===== config.mk =====
export PLATFORM = sky130hd
export DESIGN_NAME = maximum_clique_search_core
export DESIGN_NICKNAME = d
export VERILOG_FILES = /design/src/sv/mcs_pkg.sv /design/src/sv/mcs_engine.sv /design/src/sv/maximum_clique_search_core.sv
export SDC_FILE = /design/constraint.sdc
export NUM_CORES = 2
export LEC_CHECK = 0
export BUFFER_PORTS_ARGS = -buffer_cell sky130_fd_sc_hd__buf_2
export CAP_MARGIN = 25
export CORE_MARGIN = 4
export CORE_UTILIZATION = 45
export CTS_CLUSTER_SIZE = 14
export DETAILED_ROUTE_END_ITERATION = 8
export GPL_ROUTABILITY_DRIVEN = 0
export GPL_TIMING_DRIVEN = 0
export PLACE_DENSITY_LB_ADDON = 0.08
export RECOVER_POWER = 25
export SYNTH_ARGS = -nofsm -noshare
export SYNTH_HDL_FRONTEND = slang
export SYNTH_SLANG_ARGS = --single-unit

===== constraint.sdc =====
create_clock -name clk -period 6.7 [get_ports clk]
set_input_delay 1.34 -clock clk [delete_from_list [all_inputs] [get_ports clk]]
set_output_delay 1.34 -clock clk [all_outputs]
set_load 0.01 [all_outputs]

===== src/sv/mcs_pkg.sv =====
// shared constants and types for the maximum clique search core
`default_nettype none

package mcs_pkg;

  localparam int MAX_VERTICES = 64;
  localparam int ROW_W = 64;
  localparam int AW = $clog2(MAX_VERTICES);
  localparam int CNT_W = 7;

  typedef struct packed {
    logic             en;
    logic [AW-1:0]    addr;
    logic [ROW_W-1:0] data;
  } row_wr_t;

  typedef struct packed {
    logic             start;
    logic [CNT_W-1:0] n;
  } srch_cmd_t;

  typedef struct packed {
    logic             done;
    logic [ROW_W-1:0] bits;
    logic [CNT_W-1:0] size;
  } srch_res_t;

endpackage

`default_nettype wire


===== src/sv/mcs_engine.sv =====
// adjacency row memory and branch-and-bound search sequencer
`default_nettype none

module mcs_engine (
  input  wire logic               clk,
  input  wire logic               rst_n,
  input  wire mcs_pkg::row_wr_t   row_wr,
  input  wire mcs_pkg::srch_cmd_t cmd,
  input  wire logic               res_ack,
  output mcs_pkg::srch_res_t      res,
  output logic                    busy
);

  localparam logic [1:0] S_IDLE = 2'd0;
  localparam logic [1:0] S_READ = 2'd1;
  localparam logic [1:0] S_STEP = 2'd2;
  localparam logic [1:0] S_FIN  = 2'd3;

  localparam int ROW_W = mcs_pkg::ROW_W;
  localparam int AW = mcs_pkg::AW;
  localparam int CNT_W = mcs_pkg::CNT_W;

  logic [ROW_W-1:0] mem [mcs_pkg::MAX_VERTICES];
  logic [ROW_W-1:0] rd_data_r;
  logic             rd_en;

  logic [1:0]       state_r, state_nxt;
  logic [CNT_W-1:0] d_r, d_nxt;
  logic [CNT_W-1:0] n_r, n_nxt;
  logic [ROW_W-1:0] cur_r, cur_nxt;
  logic [CNT_W-1:0] cur_size_r, cur_size_nxt;
  logic [ROW_W-1:0] best_r, best_nxt;
  logic [CNT_W-1:0] best_size_r, best_size_nxt;
  logic [ROW_W-1:0] inc_r, inc_nxt;
  logic [ROW_W-1:0] exc_r, exc_nxt;

  logic [ROW_W-1:0] bit_d;
  logic [CNT_W-1:0] size_excl;
  logic [CNT_W:0]   bound;

  always_ff @(posedge clk) begin
    if (row_wr.en) begin
      mem[row_wr.addr] <= row_wr.data;
    end
    if (rd_en) begin
      rd_data_r <= mem[d_r[AW-1:0]];
    end
  end

  assign bit_d = {{(ROW_W-1){1'b0}}, 1'b1} << d_r[AW-1:0];
  assign size_excl = ((cur_r & bit_d) != '0) ? cur_size_r - CNT_W'(1) : cur_size_r;
  assign bound = {1'b0, size_excl} + {1'b0, n_r - d_r};

  always_comb begin
    state_nxt = state_r;
    d_nxt = d_r;
    n_nxt = n_r;
    cur_nxt = cur_r;
    cur_size_nxt = cur_size_r;
    best_nxt = best_r;
    best_size_nxt = best_size_r;
    inc_nxt = inc_r;
    exc_nxt = exc_r;
    rd_en = 1'b0;
    unique case (state_r)
      S_IDLE: begin
        if (cmd.start) begin
          state_nxt = S_READ;
          n_nxt = cmd.n;
          d_nxt = '0;
          cur_nxt = '0;
          cur_size_nxt = '0;
          best_nxt = '0;
          best_size_nxt = '0;
          inc_nxt = '0;
          exc_nxt = '0;
        end
      end
      S_READ: begin
        if (d_r >= n_r) begin
          // leaf: keep strictly larger cliques only
          if (cur_size_r > best_size_r) begin
            best_nxt = cur_r;
            best_size_nxt = cur_size_r;
          end
          if (d_r == '0) begin
            state_nxt = S_FIN;
          end else begin
            d_nxt = d_r - CNT_W'(1);
          end
        end else begin
          rd_en = 1'b1;
          state_nxt = S_STEP;
        end
      end
      S_STEP: begin
        state_nxt = S_READ;
        if ((inc_r & bit_d) == '0) begin
          inc_nxt = inc_r | bit_d;
          if ((cur_r & ~rd_data_r) == '0) begin
            cur_nxt = cur_r | bit_d;
            cur_size_nxt = cur_size_r + CNT_W'(1);
            d_nxt = d_r + CNT_W'(1);
          end
        end else if ((exc_r & bit_d) == '0 && bound > {1'b0, best_size_r}) begin
          exc_nxt = exc_r | bit_d;
          cur_nxt = cur_r & ~bit_d;
          cur_size_nxt = size_excl;
          d_nxt = d_r + CNT_W'(1);
        end else begin
          // both branches done, or exclude pruned by the bound: backtrack
          cur_nxt = cur_r & ~bit_d;
          cur_size_nxt = size_excl;
          inc_nxt = inc_r & ~bit_d;
          exc_nxt = exc_r & ~bit_d;
          if (d_r == '0) begin
            state_nxt = S_FIN;
          end else begin
            d_nxt = d_r - CNT_W'(1);
          end
        end
      end
      S_FIN: begin
        if (res_ack) begin
          state_nxt = S_IDLE;
        end
      end
      default: begin
        state_nxt = S_IDLE;
      end
    endcase
  end

  always_ff @(posedge clk) begin
    if (!rst_n) begin
      state_r <= S_IDLE;
      d_r <= '0;
      n_r <= '0;
      cur_r <= '0;
      cur_size_r <= '0;
      best_r <= '0;
      best_size_r <= '0;
      inc_r <= '0;
      exc_r <= '0;
    end else begin
      state_r <= state_nxt;
      d_r <= d_nxt;
      n_r <= n_nxt;
      cur_r <= cur_nxt;
      cur_size_r <= cur_size_nxt;
      best_r <= best_nxt;
      best_size_r <= best_size_nxt;
      inc_r <= inc_nxt;
      exc_r <= exc_nxt;
    end
  end

  assign busy = (state_r != S_IDLE);
  assign res.done = (state_r == S_FIN);
  assign res.bits = best_r;
  assign res.size = best_size_r;

`ifndef SYNTHESIS
  a_size_count: assert property (@(posedge clk) disable iff (!rst_n)
    cur_size_r == CNT_W'($countones(cur_r)))
    else $error("current size does not match member count");
  a_depth_bound: assert property (@(posedge clk) disable iff (!rst_n)
    busy |-> d_r <= n_r)
    else $error("search depth beyond vertex count");
  a_best_bound: assert property (@(posedge clk) disable iff (!rst_n)
    busy |-> best_size_r <= n_r)
    else $error("best size beyond vertex count");
  a_step_after_read: assert property (@(posedge clk) disable iff (!rst_n)
    state_r == S_STEP |-> $past(state_r) == S_READ)
    else $error("step without row read");
`endif

endmodule

`default_nettype wire


===== src/sv/maximum_clique_search_core.sv =====
// top level: row loading, vertex count register and result register
// search: a last row word starts a search that reads a row for each step and checks each
//   leaf, then ends in a free output register; a step is one include, exclude or backtrack
// throughput: one row word per cycle while idle; none is taken from a last row word
//   until its result enters the output register
// reset: synchronous active-low; vertex count 64, no result pending, row memory undefined
`default_nettype none

module maximum_clique_search_core (
  input  wire logic        clk,
  input  wire logic        rst_n,
  input  wire logic        in_valid,
  output logic             in_ready,
  input  wire logic [5:0]  in_row_index,
  input  wire logic [63:0] in_row_bits,
  input  wire logic        in_last_row,
  output logic             out_valid,
  input  wire logic        out_ready,
  output logic [63:0]      out_clique_bits,
  output logic [6:0]       out_member_count,
  input  wire logic        cfg_wr_en,
  input  wire logic [6:0]  cfg_wr_data
);

  localparam int CNT_W = mcs_pkg::CNT_W;

  logic [CNT_W-1:0]   vcount_r;
  logic               out_valid_r;
  logic [63:0]        out_bits_r;
  logic [CNT_W-1:0]   out_size_r;
  logic               in_fire;
  logic               busy;
  logic               res_ack;
  mcs_pkg::row_wr_t   row_wr;
  mcs_pkg::srch_cmd_t cmd;
  mcs_pkg::srch_res_t res;

  assign in_ready = !busy;
  assign in_fire = in_valid && in_ready;

  assign row_wr.en = in_fire;
  assign row_wr.addr = in_row_index;
  assign row_wr.data = in_row_bits;

  assign cmd.start = in_fire && in_last_row;
  assign cmd.n = (vcount_r > CNT_W'(mcs_pkg::MAX_VERTICES)) ?
                 CNT_W'(mcs_pkg::MAX_VERTICES) : vcount_r;

  assign res_ack = res.done && (!out_valid_r || out_ready);

  mcs_engine u_engine (
    .clk     (clk),
    .rst_n   (rst_n),
    .row_wr  (row_wr),
    .cmd     (cmd),
    .res_ack (res_ack),
    .res     (res),
    .busy    (busy)
  );

  always_ff @(posedge clk) begin
    if (!rst_n) begin
      vcount_r <= CNT_W'(64);
      out_valid_r <= 1'b0;
    end else begin
      if (cfg_wr_en) begin
        vcount_r <= cfg_wr_data;
      end
      if (res_ack) begin
        out_valid_r <= 1'b1;
      end else if (out_ready) begin
        out_valid_r <= 1'b0;
      end
    end
  end

  always_ff @(posedge clk) begin
    if (res_ack) begin
      out_bits_r <= res.bits;
      out_size_r <= res.size;
    end
  end

  assign out_valid = out_valid_r;
  assign out_clique_bits = out_bits_r;
  assign out_member_count = out_size_r;

endmodule

`default_nettype wire

# Word level (Yosys, flattened, before mapping)
# Memory sizes are Yosys's and may differ from the RTL's. A register that Yosys moved wholly into a read port is not among the register bits.
# Cells that the tools add are included.
dict set report classes {
  magnitude_cmp 4
  n_eq_ne 11
  n_bitwise 12
  shift 1
  muxes 42
  reduce_logical 25
  add_sub_neg 6
}
# operator n
set op_table {}
lappend op_table {{$mux 64} 9}
lappend op_table {{$pmux 64 s2} 4}
lappend op_table {{$and 64x64->64} 7}
lappend op_table {{$logic_not 64->1} 3}
lappend op_table {{$or 64x64->64} 3}
lappend op_table {{$not 64->64} 2}
lappend op_table {{$mux 7} 12}
lappend op_table {{$reduce_bool 64->1} 1}
lappend op_table {{$shl 1x6->64 const A} 1}
lappend op_table {{$pmux 7 s2} 2}
lappend op_table {{$pmux 7 s3} 1}
lappend op_table {{$add 7x1->7 const B} 2}
lappend op_table {{$mux 2} 7}
lappend op_table {{$sub 7x1->7 const B} 2}
lappend op_table {{$reduce_and 3->1} 4}
lappend op_table {{$add 7x7->8} 1}
lappend op_table {{$gt 8x7->1} 1}
lappend op_table {{$pmux 2 s4} 1}
lappend op_table {{$reduce_and 4->1} 2}
lappend op_table {{$reduce_bool 2->1} 4}
lappend op_table {{$ge 7x7->1} 1}
lappend op_table {{$gt 7x7->1} 1}
lappend op_table {{$gt 7x7->1 const B} 1}
lappend op_table {{$logic_not 7->1} 1}
lappend op_table {{14 further kinds} 28}
dict set report totals {
  ff_bits 365
  mem_count 1
  out_inout_bits 73
  wordCells 115
  ram_bits 4096
}
# name words word_bits rd rd_clocked_by_memory_dff write_ports line
set mem_list {}
lappend mem_list {u_engine.mem 64 64 1 1 1 mcs_engine.sv:23} ;# logic [ROW_W-1:0] mem [mcs_pkg::MAX_VERTICES];

# Logic depth before layout (Yosys ltp)
dict set report logic_depth {
  depth_word 10
  ltp_mapped 34
  mapped_depth_nobuf 27
}

# By module
# From an unflattened synthesis, not the netlist that was laid out.
dict set report unflattened {
  cells_unflattened 8114
  hier_area_um2 175338.2
}
# module n_inst area_per_inst_um2 seq_area_each_um2 cells_per_inst
set modules_own_cells {}
lappend modules_own_cells {mcs_engine 1 172845.8 130645.3 8007}
lappend modules_own_cells {maximum_clique_search_core 1 2492.4 2292.2 107}

# Worst setup path before layout
# No wires, ideal clock.
dict set report synth_timing {
  path_kind {register to register}
  start {register u_engine.d_r[0]}
  end {register u_engine.d_r[1]}
  stages_incl_launch_ff 29
  setup_slack_ps 31
  period_less_slack_ps 6669
  arrival_ps 6552
  cell_sequence {dfxtp_1 -> clkbuf_1 -> clkbuf_1 -> clkbuf_1 -> clkbuf_1 -> inv_1 -> ha_1 -> buf_2 -> and3b_1 -> and3_1 -> a2111o_1 -> nor4_1 -> nand4_2 -> xnor2_1 -> ha_1 -> fa_1 -> a21o_1 -> a21oi_1 -> xnor2_1 -> ha_1 -> a21o_1 -> a2111oi_0 -> nor2_1 -> a311o_1 -> a31oi_2 -> buf_2 -> mux2i_1 -> nand2_1 -> a22o_1}
}
dict set report synth_between {
  elab_chain_cells 10
  word_cells_on_any_way 25
  cone_classes {add/sub: 4; order compare: 2; eq/ne: 2; shift: 1; mux: 7; bitwise: 3; reduce/logical: 6}
}
# item line
set synth_rtl {}
lappend synth_rtl {{from (decl)} mcs_engine.sv:28} ;# logic [CNT_W-1:0] d_r, d_nxt;
lappend synth_rtl {{from (signal assigned)} mcs_engine.sv:147} ;# d_r <= d_nxt;
lappend synth_rtl {{$shl 1x6->64} mcs_engine.sv:50} ;# assign bit_d = {{(ROW_W-1){1'b0}}, 1'b1} << d_r[AW-1:0];
lappend synth_rtl {{$and 64x64->64} mcs_engine.sv:51} ;# assign size_excl = ((cur_r & bit_d) != '0) ? cur_size_r - CNT_W'(1) : cur_size_r;
lappend synth_rtl {{$reduce_bool 64->1} mcs_engine.sv:51}
lappend synth_rtl {{$mux 7} mcs_engine.sv:51}
lappend synth_rtl {{$add 7x7->8} mcs_engine.sv:52} ;# assign bound = {1'b0, size_excl} + {1'b0, n_r - d_r};
lappend synth_rtl {{$gt 8x7->1} mcs_engine.sv:105} ;# end else if ((exc_r & bit_d) == '0 && bound > {1'b0, best_size_r}) begin
lappend synth_rtl {{$logic_and 1x1->1} mcs_engine.sv:105}
lappend synth_rtl {{$mux 7} mcs_engine.sv:105}
lappend synth_rtl {{$mux 7} mcs_engine.sv:98} ;# if ((inc_r & bit_d) == '0) begin
lappend synth_rtl {{$pmux 7 s3} mcs_engine.sv:65} ;# unique case (state_r)
# Several ways; a longest one is shown, not always the timed one. The select of a mux whose other input is x is not followed.
# A chain may end at the register's enable or synchronous reset.

# Worst setup path in the final report
dict set report layout_timing {
  start {register u_engine.d_r[0]}
  end {register u_engine.d_r[5]}
}
# Same word-level chain as after synthesis.

==> out/qor.yml <==
grt_usage: 0.272
syn_nets: 8032
async_reset_ff_frac: 0
hold_class: "reg2reg"
cts_tree: "built"
crit_slowest_cell: "fa_1"
worstPathMaxFanout: 10
vias: 91871
cts.sinks: 4525
yosysWarnings: 0
syn2layout_area_growth_pct: 18.3
grt_pass1_vias: 90967
cts-root-buf: "clkbuf_16"
yosysUniqueCellTypes: 93
io_buffer_count: 151
clock_skew_ns: 0.0554
dpl_worst_slack_ns: -3.67
drive_above_1_share: 0.298
io_pins: 156
ant_nets: 0
avgRoutedWirePerCell_um: 37.5
fin_crit_ns: 6.50
setup_viol: 0
grt_first_pass_wirelength_um: 748000
fin_ws_ns: 0.205
finalCritPeriodShare: 0.969
synthesis.area_um2: 174000
fmax_mhz: 154
p_leak_nw: 63.2
max_stage_delay_ns: 0.46
layout.nets: 9150
cp.required_ns: 7.55
htreeDepth: 5
cts_hold_buf: 0
r2r_slack_ns: 0.20
synth_area_per_cell_um2: 22.1
clk_pin_slew_ns: 0.06
start_util: 0.452
drt_pass1_iterations: 9
cap_violations: 36
grt_max_degree: 65
hold_ws_ns: 0.441
cts_buffer_depth: 4
intPower_mw: 46.1
ys_seq_area_frac: 0.762
cp_common_cell: "buf_6"
reg2reg_to: "u_engine.d_r[5]"
routed_via_density: 6.28
hold_viol_final: 0
path_class: "reg2reg"
combPwrFrac: 0.031
worstPathArrival_ns: 7.35
end_kind: "flip-flop"
cp_num_buf_inv: 8
violations: "design-rule violations, max-capacitance violations, max-slew violations"
tns_ns: 0
place_hpwl_um: 387000
synth-seq-cells: 4525
core.rowCount: 228
switchingPower_mw: 12.2
rr_startpoint: "u_engine.d_r[0]"
cp_num_cells: 29
postLayoutCellArea_um2: 206000
synth_ff_type: "edfxtp_1"
switching_share: 0.210
seq_power_share: 0.534
dieHeight_um: 630
overflow: 0
syn_inst: 7905
power.density_nw_per_um2: 283
maxSlewViolCount: 2237
die_area_um2: 397000
clock_power_share: 0.435
ff2ff_path_depth: 29
numCtsBuffers: 470
antenna_found_initial: 53
core-area_um2: 386000
crit_end: "u_engine.d_r[5]"
dieWidth_um: 630
instances_no_fill: 14635
drcViolationCount: 159
startpoint: "u_engine.d_r[0]"
path_delay_family: "compound AO/OA/AOI/OAI gates"
fillCellCount: 29684
status: "complete, but fails checks"
worstSkewPairLatency_ns: 1.01
place_inst: 13620
ir_drop_uv: 238
first_iter_violations: 13844
routed_wl_um: 548000
synth_edf_count: 4231
worstMarginPinSlew_ns: 2.71
place_area_um2: 190000
start_kind: "flip-flop"
max_slew_margin: -0.809
==> placed cells by master, fill, tap and decap left out, drive strengths merged, types with 17 or more instances in the layout <==
master,synthesis,routed
buf,133,705
bufinv,0,38
o22ai,33,33
edfxtp,4231,4231
nor2,363,363
o21ai,214,214
diode,0,48
a22o,81,81
clkbuf,328,1000
nor3,27,27
and3,22,22
a22oi,152,152
mux4,1345,1345
inv,97,106
dfxtp,294,294
clkinv,1,209
nand2,108,108
nand3b,17,17
nand3,53,53
mux2i,19,19
a21oi,98,98
ha,42,42
==> final cells by class <==
cell class / instances / area, µm² / share of cell area
Sequential cell: 4525 / 133000 / 0.645
Multi-Input combinational cell: 2822 / 39900 / 0.194
Clock buffer: 600 / 12400 / 0.0603
Timing Repair Buffer: 652 / 9500 / 0.0461
Tap cell: 5175 / 6470 / 0.0314
Clock inverter: 261 / 2390 / 0.0116
Buffer: 454 / 2030 / 0.00986
Inverter: 98 / 378 / 0.00183
Antenna cell: 48 / 120 / 0.000583
==> routing by layer <==
layer,wire [µm],GRT usage
met5,171,0.00169
met4,20800,0.0910
met3,49700,0.0569
met2,261000,0.432
met1,217000,0.380
==> state kept, by name, summed over array words and instances, names as in the netlist, 64 cells and up <==
| register | flops |
|---|---|
| out_clique_bits | 64 |
| u_engine.best_r | 64 |
| u_engine.cur_r | 64 |
| u_engine.exc_r | 64 |
| u_engine.inc_r | 64 |
| u_engine.mem | 4096 |
| u_engine.rd_data_r | 64 |
==> synth_stat cells, drive strengths merged, types with 7 or more instances <==
| master | number | share of area |
|---|---|---|
| dfxtp | 294 | 0.034 |
| mux2 | 13 | 0.00084 |
| nor2 | 363 | 0.0079 |
| a31oi | 7 | 0.00029 |
| nand2 | 108 | 0.0023 |
| nand4 | 13 | 0.00059 |
| o22ai | 33 | 0.0012 |
| o211ai | 8 | 0.00034 |
| a21o | 8 | 0.00039 |
| a22oi | 152 | 0.0065 |
| nand2b | 7 | 0.00025 |
| a2111oi | 8 | 0.00044 |
| a21oi | 98 | 0.0028 |
| nand3 | 53 | 0.0016 |
| buf | 133 | 0.0036 |
| edfxtp | 4231 | 0.73 |
| o21ai | 214 | 0.0061 |
| mux2i | 19 | 0.0011 |
| a32oi | 14 | 0.00070 |
| and3b | 8 | 0.00040 |
| and2 | 10 | 0.00036 |
| nor4 | 11 | 0.00039 |
| a221oi | 14 | 0.00070 |
| inv | 97 | 0.0021 |
| xnor2 | 11 | 0.00055 |
| nand3b | 17 | 0.00075 |
| ha | 42 | 0.0030 |
| nor3 | 27 | 0.00083 |
| nor3b | 14 | 0.00060 |
| a22o | 81 | 0.0041 |
| mux4 | 1345 | 0.17 |
| and3 | 22 | 0.00079 |
| nor2b | 14 | 0.00050 |
| clkbuf | 328 | 0.0071 |
==> cells by family (layout without fill, tap and decap cells) <==
logic type      count (synthesis)  count (layout)  synth area share
fa+ha+maj                      44              44           0.00324
other cells                     0              48                 0
buf+inv                       559            2065            0.0128
xor+xnor                       16              16          0.000804
compound gates                688             689            0.0263
simple gates                  696             696            0.0188
flops                        4525            4525             0.762
mux                          1377            1377             0.176
==> through the flow <==
stage                     power [mW]  utilization
final                           58.4        0.535
after detailed placement        33.4        0.492
after CTS                       58.7        0.531
after global placement          33.3        0.471
after global routing            60.1        0.534
after floorplan                 32.5            -
==> power by group through the flow <==
stage                     Combinational, mW  Clock (mW)  Sequential (mW)
after floorplan                       0.747           0             31.7
after global placement                 1.50           0             31.8
after detailed placement               1.69           0             31.8
after CTS                              1.74        25.8             31.2
after global routing                   1.94        27.0             31.2
final                                  1.82        25.4             31.2
==> worst min path at each step <==
stage	start	end	slack, ns	cells after the start
CTS	u_engine.best_r[54]	out_clique_bits[54]	0.44	0
floorplan	u_engine.best_r[0]	out_clique_bits[0]	0.41	0
finish	u_engine.best_r[42]	out_clique_bits[42]	0.44	0
global placement	u_engine.best_r[43]	out_clique_bits[43]	0.42	0
detailed placement	u_engine.best_r[54]	out_clique_bits[54]	0.43	0
global route	u_engine.best_r[10]	out_clique_bits[10]	0.45	0
==> timing repair <==
| action | CTS | global route |
|---|---|---|
| endpoints found under the hold margin | 0 | 0 |
| gates resized for setup | 54 | 86 |
| cloned | 1 | 0 |
| buffers inserted | 15 | 22 |
| setup endpoints to repair | 277 | 136 |
| pin swaps | 6 | 21 |
No activity file was read; power rests on OpenSTA's default activity.
